<file path="src/rmj_pkg.sv">
`default_nettype none

package rmj_pkg;

  localparam int DataW      = 32;
  localparam int FracW      = 16;
  localparam int SqCells    = DataW;                          // root bits
  localparam int RangeCells = FracW + 1;                      // |p| / rho <= 1.0
  localparam int BrgCells   = DataW - 1;
  localparam int RateCells  = DataW - 1 + FracW;
  localparam int MulTail    = SqCells + RangeCells;           // t of the multiplier inputs
  localparam int SideLen    = MulTail + 1;
  localparam int BrgDly     = MulTail - BrgCells;
  localparam int RateDly    = MulTail - RateCells;

  localparam logic [DataW:0]     MagLim  = {2'b01, {(DataW - 1){1'b0}}};
  localparam logic [DataW:0]     PosMax  = {2'b00, {(DataW - 1){1'b1}}};
  localparam logic [2*DataW-FracW-1:0] RateCap = {1'b1, {(2*DataW-FracW-1){1'b0}}};

  // one restoring-division step
  typedef struct packed {
    logic [63:0] rem;
    logic [63:0] den;
    logic [63:0] num;   // dividend bits still to shift in, MSB first
    logic [63:0] quo;
  } div_t;

  // one digit-by-digit square-root step
  typedef struct packed {
    logic [33:0] rem;
    logic [31:0] root;
    logic [63:0] rad;
  } sq_t;

  typedef struct packed {
    logic vjac;
    logic sx;
    logic sy;
    logic ypos;
    logic sc;
    logic satbx;
    logic satby;
    logic satq;
  } side_t;

  function automatic logic [DataW-1:0] sat_out(input logic neg, input logic [DataW:0] m);
    logic [DataW:0] mm;
    logic [DataW:0] ng;
    if (neg) begin
      mm = (m > MagLim) ? MagLim : m;
      ng = ~mm + 1'b1;
      sat_out = ng[DataW-1:0];
    end else begin
      mm = (m > PosMax) ? PosMax : m;
      sat_out = mm[DataW-1:0];
    end
  endfunction

endpackage

`default_nettype wire

</file>
<file path="src/rmj_div_cell.sv">
`default_nettype none

module rmj_div_cell (
  input  logic          clk_i,
  input  logic          en_i,
  input  rmj_pkg::div_t d_i,
  output rmj_pkg::div_t d_o
);
  import rmj_pkg::*;

  logic [64:0] part;
  logic [64:0] diff;
  logic        ge;
  div_t        d_d;
  div_t        d_q;

  always_comb begin
    part = {d_i.rem, d_i.num[63]};
    diff = part - {1'b0, d_i.den};
    ge   = (part >= {1'b0, d_i.den});
    d_d.rem = ge ? diff[63:0] : part[63:0];
    d_d.den = d_i.den;
    d_d.num = {d_i.num[62:0], 1'b0};
    d_d.quo = {d_i.quo[62:0], ge};
  end

  always_ff @(posedge clk_i) begin
    if (en_i) begin
      d_q <= d_d;
    end
  end

  assign d_o = d_q;

endmodule

`default_nettype wire

</file>
<file path="config.mk">
export PLATFORM = sky130hd
export DESIGN_NAME = rmj_div_cell
export DESIGN_NICKNAME = d
export VERILOG_FILES = /design/src/rmj_pkg.sv /design/src/rmj_div_cell.sv
export SDC_FILE = /design/constraint.sdc
export NUM_CORES = 1
export LEC_CHECK = 0
export BUFFER_PORTS_ARGS = -buffer_cell sky130_fd_sc_hd__buf_2
export CAP_MARGIN = 20
export CORE_AREA = 5 5 196 198
export DETAILED_ROUTE_END_ITERATION = 6
export DIE_AREA = 0 0 201 203
export PLACE_DENSITY_LB_ADDON = 0.2
export SETUP_SLACK_MARGIN = 0.4
export SLEW_MARGIN = 10
export SYNTH_ARGS = -nofsm -noshare
export SYNTH_HDL_FRONTEND = slang
export SYNTH_SLANG_ARGS = --single-unit
</file>
<file path="constraint.sdc">
create_clock -name clk_i -period 6.9 [get_ports clk_i]
set_input_delay 1.38 -clock clk_i [delete_from_list [all_inputs] [get_ports clk_i]]
set_output_delay 1.38 -clock clk_i [all_outputs]
set_load 0.05 [all_outputs]
</file>
# Yosys cells after proc, flatten, opt, wreduce, memory -nomap -nowiden
# Index checks and enable logic that the tools add are counted.
# W data, S select, Z words.
word_totals:
  regBits: 255
  input_bits: 258
  wordCells: 7
classes:
  add_sub_neg: 1
  magnitude_cmp: 1
  muxes: 1
op_table:
  columns: ["operator", "n"]
  rows:
  - ["$ge A65 B64 Y1", 1]
  - ["$mux W64", 1]
  - ["$sub A64 B64 Y64", 1]

# Longest topological paths before layout
depth:
  word_depth: 2
  depth_mapped: 14

# Least setup slack after synthesis
# Ideal clock, no wire load.
synth_timing:
  path_type: "input-to-reg"
  start: "input port d_i[127] (netlist name)"
  end: "register d_q, in the netlist d_o[244], data pin"
  setup_ns: 0.260
  arrival_time_ns: 3.967
  required_time_ns: 6.640
  setup_slack_ns: 2.673
  stages: 13
  path_buffers: 0
  cell_sequence: "inv_1 -> ha_1 -> fa_1 -> nand2b_1 -> a21oi_1 -> nor2_2 -> o311ai_1 -> a311o_1 -> a31o_4 -> a21o_4 -> a31oi_4 -> xnor2_1 -> mux2_4"
synth_rtl:
  columns: ["element", "line", "source"]
  rows:
  - ["start: declaration", "rmj_div_cell.sv:6", "input rmj_pkg::div_t d_i,"]
  - ["end signal: assignment", "rmj_div_cell.sv:29", "d_q <= d_d;"]
  - ["end: declaration", "rmj_div_cell.sv:15", "div_t d_q;"]

==> metrics.cfg <==
[status]
status = complete, no violations

[worst_setup_path]
worstSetupStartpointType = input pin
crit_chain = buf_2, inv_1, ha_1, nor2b_1, o2111a_1, o21ai_1, o311ai_2, o2111ai_1, a21oi_1, o21ai_1, a21oi_4, buf_12, mux2_2
path_class = in -> reg
cpMaxStageDelayCell = o311ai_2
critPathBufInv = 3
critPathMostFrequentCell = o21ai_1
worstPathArrival_ps = 5050
path_delay_family = compound AO/OA/AOI/OAI gates
cpPeakStageDelay_ps = 530
end_kind = flop
worstPathRequired_ps = 7190
cp_max_fo = 85

[yosys]
ys_ff_latch = 255
avgSynthCellArea_um2 = 12.2
synth_cells = 1026
syn-cell-area_um2 = 12500
synth_cell_types = 65
async_flop_share_pct = 0
yosys_warnings = 0
synth_fp_nets = 1349
synth_top_area_share_pct = 61.1
synth_edf_count = 255
synth-main-ff-cell = edfxtp_1
synth.area.top_cells = edfxtp_1, ha_1, a21oi_1, xnor2_1, nor2_1
synth-seq-area-share_pct = 61.1
yosys.area.top_type = edfxtp_1

[sta]
fin_crit_sh_pct = 69.0
relSlewSlack_pct = 31.2
maxSlewViolCount = 0
rsz0062_at_grt = no
post-route-min-period_ps = 4760
hold_viol_final = 0
fin_tns_setup_ps = 0
tightest_slew_ps = 1020
setup_viol = 0
fmax_mhz = 210

[grt]
gr-total-overflow = 0
grt_usage_pct = 18.8
grt_pass1_wl_um = 59800
grt_pass1_vias = 9816
grt_antenna_before_repair = 8
grt_max_degree = 141

[place]
dp_hpwl_um = 32900
finalWeightedCongestion = 0.840
io_buffers = 511
dp.cells = 1964
placed_area_um2 = 15500

[route]
detail_route.wirelength_um = 41300
via_per_inst = 4.92
drt-pass1-iter-count = 5
ant_nets = 0
drc = 0
drt_iter0_drc = 697
wl_per_cell_um = 20.4
vias = 9958

[floorplanning]
fp.coreArea_um2 = 36300
rows = 70
dieArea_um2 = 40800
die_w_um = 201
die_h_um = 203
pin_count = 514
start_util_pct = 34.5

[pwr]
power.density_nw_per_um2 = 294
finalPower_mw = 4.84
ir_worst_vdd_uv = 182
p_leak_nw = 7.25

[finish]
layout-drive-gt1-share_pct = 38.5
finalNonFillerCells = 2023
syn_to_final_growth_pct = 31.5
nets = 1850
largest_reg_flops = 255
stdcell_area_um2 = 16500

[clock_tree]
h-tree-depth = 1
cts_tree = yes
ctsResizeCount = 0
post-cts-setup-buffer-count = 0
cts_sinks = 255
cts_buffer_depth = 3
root_buffer = clkbuf_16
hold_buffers = 0
path_clk_slew_ps = 60
cts-buffers-inserted = 29

[worst_hold_path]
hold_path_class = in -> reg

[flow_run]
maxCapViolCount = 0

==> report_power, final <==
group          switching, mW  internal (mW)
Combinational           1.00          0.365
Sequential            0.0352           1.90
Clock                  0.621          0.916
==> cell families (layout without fill, tap and decap cells) <==
| group | Yosys count | after routing | synth area share, % |
|---|---|---|---|
| compound gates | 267 | 267 | 13.5 |
| xor+xnor | 61 | 61 | 4.26 |
| fa+ha+maj | 65 | 65 | 6.55 |
| buf+inv | 126 | 650 | 4.18 |
| flops | 255 | 255 | 61.1 |
| mux | 20 | 20 | 1.83 |
| other cells | 1 | 6 | 0.0299 |
| simple gates | 231 | 231 | 8.55 |
==> cell usage after synthesis (15+ instances only) <==
master and number:
o21ai_0 38, nand2_1 56, edfxtp_1 255, a21o_1 33
nand3_1 15, nor2_1 83, a21oi_1 122, xnor2_1 36
ha_1 64, mux2_2 19, xor2_1 25, nand4_1 27
clkbuf_1 23, inv_1 81
==> per-stage QoR <==
step	hold WS, ps	worst slack, ps	utilization (%)
after floorplan	1480	2670	-
after global placement	1560	1730	42.7
after detailed placement	1560	1700	42.7
after CTS	954	2270	45.3
after global routing	960	2000	45.3
final	997	2140	45.4
==> cell usage in the layout, fill, tap and decap left out, types with 4 or more instances in the layout <==
cell type | synthesis | final
bufinv_16 | 0 | 4
a31oi_1 | 4 | 4
diode_2 | 0 | 5
nor3_1 | 9 | 9
ha_1 | 64 | 64
nand2_1 | 56 | 56
or3_1 | 6 | 6
nand2b_1 | 6 | 6
clkinv_2 | 0 | 5
o211ai_1 | 4 | 4
and3_1 | 5 | 5
nand3_1 | 15 | 15
o31ai_1 | 4 | 4
a21oi_2 | 4 | 4
o21bai_1 | 11 | 11
o221ai_1 | 5 | 5
nand4_1 | 27 | 27
nor2b_1 | 7 | 7
nor4_1 | 8 | 8
buf_2 | 13 | 510
xor2_1 | 25 | 25
edfxtp_1 | 255 | 255
xnor2_1 | 36 | 36
mux2_2 | 19 | 19
a21o_1 | 33 | 33
clkbuf_16 | 0 | 29
o21ai_0 | 38 | 38
nor2_1 | 83 | 83
inv_1 | 81 | 81
a211oi_1 | 4 | 4
a21oi_1 | 122 | 122
clkinv_1 | 0 | 8
==> routing by layer <==
layer | part of all wire [%] | global-route usage (%) | up-vias | wire length [um]
met1 | 39 | 22.2 | 4679 | 16200
met3 | 9.0 | 6.37 | 60 | 3710
li1 | - | - | 4814 | -
met5 | 0.18 | 0 | - | 75
met4 | 2.6 | 5.65 | 10 | 1050
met2 | 49 | 32.6 | 395 | 20200
==> worst paths after layout <==
path	start	to	slack (ps)	cells after the start
worst max-delay path	d_i[129]	d_o[221]$_DFFE_PP_	2140	13
worst min-delay path	d_i[74]	d_o[75]$_DFFE_PP_	1000	1
==> cell type report <==
| type | instances | area [um2] |
|---|---|---|
| flip-flops and latches | 255 | 7660 |
| multi-input cells | 645 | 4360 |
| fillers | 3427 | 19900 |
| repair buffers | 515 | 2620 |
| inverters | 81 | 304 |
| diodes | 5 | 12.5 |
| clock buffers | 32 | 737 |
| clock inverters | 22 | 215 |
| well taps | 468 | 586 |
Note: power is estimated with default switching activity, not from simulation.
