==> src/rmj_pkg.sv <==
`default_nettype none

package rmj_pkg;

  localparam int DataW      = 32;
  localparam int FracW      = 16;
  localparam int SqCells    = DataW;                          // root bits
  localparam int RangeCells = FracW + 1;                      // |p| / rho <= 1.0
  localparam int BrgCells   = DataW - 1;
  localparam int RateCells  = DataW - 1 + FracW;
  localparam int MulTail    = SqCells + RangeCells;           // t of the multiplier inputs
  localparam int SideLen    = MulTail + 1;
  localparam int BrgDly     = MulTail - BrgCells;
  localparam int RateDly    = MulTail - RateCells;

  localparam logic [DataW:0]     MagLim  = {2'b01, {(DataW - 1){1'b0}}};
  localparam logic [DataW:0]     PosMax  = {2'b00, {(DataW - 1){1'b1}}};
  localparam logic [2*DataW-FracW-1:0] RateCap = {1'b1, {(2*DataW-FracW-1){1'b0}}};

  // one restoring-division step
  typedef struct packed {
    logic [63:0] rem;
    logic [63:0] den;
    logic [63:0] num;   // dividend bits still to shift in, MSB first
    logic [63:0] quo;
  } div_t;

  // one digit-by-digit square-root step
  typedef struct packed {
    logic [33:0] rem;
    logic [31:0] root;
    logic [63:0] rad;
  } sq_t;

  typedef struct packed {
    logic vjac;
    logic sx;
    logic sy;
    logic ypos;
    logic sc;
    logic satbx;
    logic satby;
    logic satq;
  } side_t;

  function automatic logic [DataW-1:0] sat_out(input logic neg, input logic [DataW:0] m);
    logic [DataW:0] mm;
    logic [DataW:0] ng;
    if (neg) begin
      mm = (m > MagLim) ? MagLim : m;
      ng = ~mm + 1'b1;
      sat_out = ng[DataW-1:0];
    end else begin
      mm = (m > PosMax) ? PosMax : m;
      sat_out = mm[DataW-1:0];
    end
  endfunction

endpackage

`default_nettype wire

==> src/rmj_sqrt_cell.sv <==
`default_nettype none

module rmj_sqrt_cell (
  input  logic          clk_i,
  input  logic          en_i,
  input  rmj_pkg::sq_t  d_i,
  output rmj_pkg::sq_t  d_o
);
  import rmj_pkg::*;

  logic [35:0] part;
  logic [35:0] trial;
  logic [35:0] diff;
  logic        ge;
  sq_t         d_d;
  sq_t         d_q;

  always_comb begin
    part  = {d_i.rem, d_i.rad[63:62]};
    trial = {2'b00, d_i.root, 2'b01};
    diff  = part - trial;
    ge    = (part >= trial);
    d_d.rem  = ge ? diff[33:0] : part[33:0];
    d_d.root = {d_i.root[30:0], ge};
    d_d.rad  = {d_i.rad[61:0], 2'b00};
  end

  always_ff @(posedge clk_i) begin
    if (en_i) begin
      d_q <= d_d;
    end
  end

  assign d_o = d_q;

endmodule

`default_nettype wire

==> config.mk <==
export PLATFORM = sky130hd
export DESIGN_NAME = rmj_sqrt_cell
export DESIGN_NICKNAME = d
export VERILOG_FILES = /design/src/rmj_pkg.sv /design/src/rmj_sqrt_cell.sv
export SDC_FILE = /design/constraint.sdc
export NUM_CORES = 1
export LEC_CHECK = 0
export BUFFER_PORTS_ARGS = -buffer_cell sky130_fd_sc_hd__buf_2
export CELL_PAD_IN_SITES_DETAIL_PLACEMENT = 2
export CELL_PAD_IN_SITES_GLOBAL_PLACEMENT = 2
export CORE_MARGIN = 2
export CORE_UTILIZATION = 32
export CTS_CLUSTER_DIAMETER = 30
export DETAILED_ROUTE_END_ITERATION = 10
export PLACE_DENSITY = 0.88
export SYNTH_ARGS = -nofsm -noshare
export SYNTH_HDL_FRONTEND = slang
export SYNTH_SLANG_ARGS = --single-unit
==> constraint.sdc <==
create_clock -name clk_i -period 4.3 [get_ports clk_i]
set_clock_uncertainty 0.1 [all_clocks]
set_input_delay 0.215 -clock clk_i [delete_from_list [all_inputs] [get_ports clk_i]]
set_output_delay 0.215 -clock clk_i [all_outputs]
set_load 0.005 [all_outputs]
# Yosys cells after proc, flatten, opt, wreduce, memory -nomap -nowiden
# Cells that the tools add are included.
[classes]
n_addsub = 1
order_cmp = 1
mux = 1
[ops]
columns = ["cell", "n"]
rows = [
  ["$ge 36x34->1", 1],
  ["$mux 34", 1],
  ["$sub 34x34->34", 1],
]
[word_totals]
reg_bits = 128
in_bits = 132
output_inout_bits = 130

# Logic depth before layout (Yosys ltp)
[logic_depth]
word_depth = 2
ltp_mapped = 13
depth_no_buf = 10

# Worst setup path after synthesis
# Ideal clock, no wire load.
[synth_path]
path_kind = "in2reg"
startpoint = "in d_i[73] in the netlist's numbering"
endpoint = "reg d_q, in the netlist d_o[123] (data pin)"
setup_time_ns = 0.260
t_arrival_ns = 2.214
required_time_ns = 3.940
path_slack_ns = 1.726
cell_stages = 10
n_path_buf = 0
cell_sequence = "inv_1 -> ha_1 -> a21o_1 -> a31o_1 -> a211oi_4 -> o211ai_2 -> a21bo_2 -> mux2i_1 -> o221ai_1 -> mux2_4"
[synth_lines]
columns = ["element", "line", "text"]
rows = [
  ["start, declared", "rmj_sqrt_cell.sv:6", "input rmj_pkg::sq_t d_i,"],
  ["end signal, assigned", "rmj_sqrt_cell.sv:30", "d_q <= d_d;"],
  ["end, declared", "rmj_sqrt_cell.sv:16", "sq_t d_q;"],
]

==> reports/summary.json <==
{
  "outcome": "finished, violations left",
  "violations": "negative hold slack",
  "number_of_top_level_pins": 262,
  "cts_root_buf": "sky130_fd_sc_hd__clkbuf_16",
  "max_fo_critical_path": 39,
  "final-hold-violation-count": 2,
  "setup_ws_ns": 0.381,
  "remaining_overflow_grt": 0,
  "clock-sinks": 128,
  "synthTopCellsByArea": "sky130_fd_sc_hd__edfxtp_1 61%, sky130_fd_sc_hd__ha_1 6.7%, sky130_fd_sc_hd__nand2_1 3.4%",
  "drt-vias-per-instance": 5.19,
  "largest_reg_flops": 128,
  "worstPathCellList": "dlygate4sd3_1, buf_2, inv_1, ha_1, a21o_1, a221oi_1, o31a_1, o221ai_1, a211oi_1, o21a_2, buf_4, o21ai_0",
  "cts_max_level": 4,
  "dr.pass1.iters": 4,
  "synth.yosys.seq_area_share": 0.609,
  "clock_tree_from_tritoncts": "done",
  "synth_flop_cell": "sky130_fd_sc_hd__edfxtp_1",
  "gp_congestion": 0.806,
  "powerDensity_mw_per_mm2": 412,
  "post-cts-setup-buffers": 0,
  "cap_violations": 0,
  "fin_tns_setup_ns": 0,
  "worstSetupEndpointType": "flip-flop",
  "top_layer_used": "met4",
  "chipWidth_um": 144,
  "final_antenna_net_count": 0,
  "finalHoldWorstSlack_ns": -0.00127,
  "critical_path.top_delay_family": "compound AO/OA/AOI/OAI gates",
  "port_buffers": 259,
  "via_count": 5957,
  "worst_hold_path_type": "input pin to flip-flop",
  "dp_hpwl_mm": 17.0,
  "drc_violations_left": 0,
  "die_h_um": 144,
  "wl_met1_mm": 11.4,
  "slew_headroom": 0.455,
  "tightest_slew_ns": 0.818,
  "ys_async_sr_fraction": 0,
  "met2_wl_mm": 15.5,
  "synthCells": 507,
  "cpMaxStageDelayCell": "sky130_fd_sc_hd__o21a_2",
  "critical_path.max_stage_delay_ns": 0.71,
  "grt_max_degree": 63,
  "synth.distinct_cells": 62,
  "fin_crit_sh": 0.911,
  "num_antenna_cells": 0,
  "max-clock-path-buffers": 2,
  "synth_top_cell_by_area": "sky130_fd_sc_hd__edfxtp_1",
  "synth_area_per_cell_sq_um": 12.5,
  "cp_data_arrival_time_ns": 3.96,
  "tritoncts.num_buffers": 17,
  "synth_enable_flop_cells": 128,
  "fmax_mhz": 255,
  "ys_warn_count": 0,
  "coreArea_sq_mm": 0.0194,
  "drt_iter0_markers": 323,
  "period_needed_ns": 3.92,
  "crit_path_start_kind": "input pin",
  "wirelength_mm": 30.2,
  "routed-wl-met3_mm": 2.13,
  "synth-seq-cells": 128,
  "syn_area_sq_mm": 0.00631,
  "irDropWorstVdd_mv": 0.294,
  "timing.critical_path.buf_inv": 4,
  "drive_above_1_share": 0.358,
  "row_count": 51,
  "path_clk_slew_ns": 0.06,
  "grt_pass1_wl_mm": 43.8,
  "yosysTopAreaCellShare": 0.609,
  "vias_in_the_first_global_route": 6697,
  "place_worst_setup_slack_ns": 0.659,
  "area_delta_synth_final_pct": 49.3,
  "required_ns": 4.34,
  "grt_setup_unrepaired": "false",
  "antenna_violations_before_repair": 0,
  "floorplan.initialDensity": 0.326,
  "timing.setup.critical_path_class": "input pin to flip-flop",
  "wire_per_inst_um": 26.3,
  "leakage_nw": 4.15,
  "nNetsFinal": 1036,
  "grtUsageTotal": 0.291,
  "timing_max_transition_violations_final": 0,
  "die_area_sq_mm": 0.0209,
  "finalSetupViolCount": 0
}
==> metal layers <==
| metal | GRT usage | vias to the layer above |
|---|---|---|
| met1 | 0.326 | 2979 |
| met5 | 0 | - |
| li1 | - | 2601 |
| met3 | 0.0705 | 70 |
| met4 | 0.126 | 0 |
| met2 | 0.524 | 307 |
==> cells in the mapped netlist (3+ instances only) <==
master / count
sky130_fd_sc_hd__a21o_1: 19
sky130_fd_sc_hd__a21oi_1: 28
sky130_fd_sc_hd__a31oi_1: 4
sky130_fd_sc_hd__and2_1: 3
sky130_fd_sc_hd__and3_2: 3
sky130_fd_sc_hd__buf_2: 6
sky130_fd_sc_hd__clkbuf_1: 4
sky130_fd_sc_hd__edfxtp_1: 128
sky130_fd_sc_hd__ha_1: 34
sky130_fd_sc_hd__inv_1: 42
sky130_fd_sc_hd__mux2i_1: 4
sky130_fd_sc_hd__nand2_1: 58
sky130_fd_sc_hd__nand2b_1: 5
sky130_fd_sc_hd__nand3_1: 6
sky130_fd_sc_hd__nand4_1: 6
sky130_fd_sc_hd__nor2_1: 18
sky130_fd_sc_hd__nor3_1: 10
sky130_fd_sc_hd__o21a_1: 3
sky130_fd_sc_hd__o21ai_0: 41
sky130_fd_sc_hd__o21ai_1: 4
sky130_fd_sc_hd__o31ai_1: 4
sky130_fd_sc_hd__o41ai_2: 3
sky130_fd_sc_hd__xnor2_1: 14
sky130_fd_sc_hd__xor2_1: 13
==> cells in the final DEF, fill, tap and decap left out, types with 2 or more instances in the layout <==
cell                              n
sky130_fd_sc_hd__a21boi_0         2
sky130_fd_sc_hd__a21o_1          19
sky130_fd_sc_hd__a21oi_1         28
sky130_fd_sc_hd__a31o_1           2
sky130_fd_sc_hd__a31oi_1          4
sky130_fd_sc_hd__and2_1           3
sky130_fd_sc_hd__and2_2           2
sky130_fd_sc_hd__and3_1           2
sky130_fd_sc_hd__and3_2           3
sky130_fd_sc_hd__buf_2          258
sky130_fd_sc_hd__buf_4            3
sky130_fd_sc_hd__clkbuf_16       17
sky130_fd_sc_hd__clkinv_2         2
sky130_fd_sc_hd__clkinv_4         5
sky130_fd_sc_hd__conb_1           2
sky130_fd_sc_hd__dlygate4sd3_1   97
sky130_fd_sc_hd__edfxtp_1       128
sky130_fd_sc_hd__ha_1            34
sky130_fd_sc_hd__inv_1           42
sky130_fd_sc_hd__inv_6            4
sky130_fd_sc_hd__inv_8            3
sky130_fd_sc_hd__mux2i_1          4
sky130_fd_sc_hd__nand2_1         58
sky130_fd_sc_hd__nand2b_1         5
sky130_fd_sc_hd__nand3_1          6
sky130_fd_sc_hd__nand4_1          6
sky130_fd_sc_hd__nor2_1          18
sky130_fd_sc_hd__nor3_1          10
sky130_fd_sc_hd__o211ai_1         2
sky130_fd_sc_hd__o21a_1           2
sky130_fd_sc_hd__o21ai_0         41
sky130_fd_sc_hd__o21ai_1          4
sky130_fd_sc_hd__o221ai_1         2
sky130_fd_sc_hd__o31a_1           2
sky130_fd_sc_hd__o31ai_1          4
sky130_fd_sc_hd__o41ai_2          3
sky130_fd_sc_hd__xnor2_1         14
sky130_fd_sc_hd__xor2_1          13
==> path summary, 6_finish.rpt <==
kind / from / endpoint / slack (ns) / cells past startpoint
worst max-delay path: d_i[79] / d_o[107]$_DFFE_PP_ / 0.38 / 12
worst min-delay path: d_i[97] / d_o[99]$_DFFE_PP_ / -0.001 / 3
==> logic make-up (layout without fill, tap and decap cells) <==
| group | after synthesis | count (layout) | synth area share |
|---|---|---|---|
| simple gates | 120 | 120 | 0.0888 |
| fa+ha+maj | 34 | 34 | 0.0674 |
| compound gates | 133 | 133 | 0.148 |
| mux | 5 | 5 | 0.00872 |
| xor+xnor | 27 | 27 | 0.0374 |
| flops | 128 | 128 | 0.609 |
| other cells | 1 | 2 | 0.000594 |
| buf+inv | 59 | 434 | 0.0408 |
==> stage by stage <==
stage / instances / utilization / total power [mW] / cell area [sq um] / hold WS [ns]
after floorplan: 508 / - / 1.91 / 6320 / 0.214
after global placement: 1019 / 0.406 / 2.20 / 7880 / 0.291
after detailed placement: 1019 / 0.406 / 2.25 / 7880 / 0.293
after CTS: 1148 / 0.486 / 3.77 / 9430 / 0.000877
after global routing: 1148 / 0.486 / 4.01 / 9430 / 0.0167
final: 1148 / 0.486 / 3.88 / 9430 / -0.00127
==> cell type report <==
| class | instances | area, sq um |
|---|---|---|
| fillers | 1964 | 9970 |
| well taps | 265 | 332 |
| flip-flops and latches | 128 | 3840 |
| clock buffers | 17 | 425 |
| clock inverters | 15 | 151 |
| multi-input cells | 321 | 2220 |
| inverters | 43 | 163 |
| repair buffers | 359 | 2300 |
==> report_power, final <==
part | internal, mW | switching [mW]
sequential | 1.53 | 0.0634
clock | 0.817 | 0.684
combinational | 0.334 | 0.452
total | 2.68 | 1.20
==> timing repair <==
item                                   4_1_cts  5_1_grt
endpoints found under the hold margin       97        0
gates resized for setup                      0        0
hold buffers                                97        0
(Power assumes the default switching activity.)
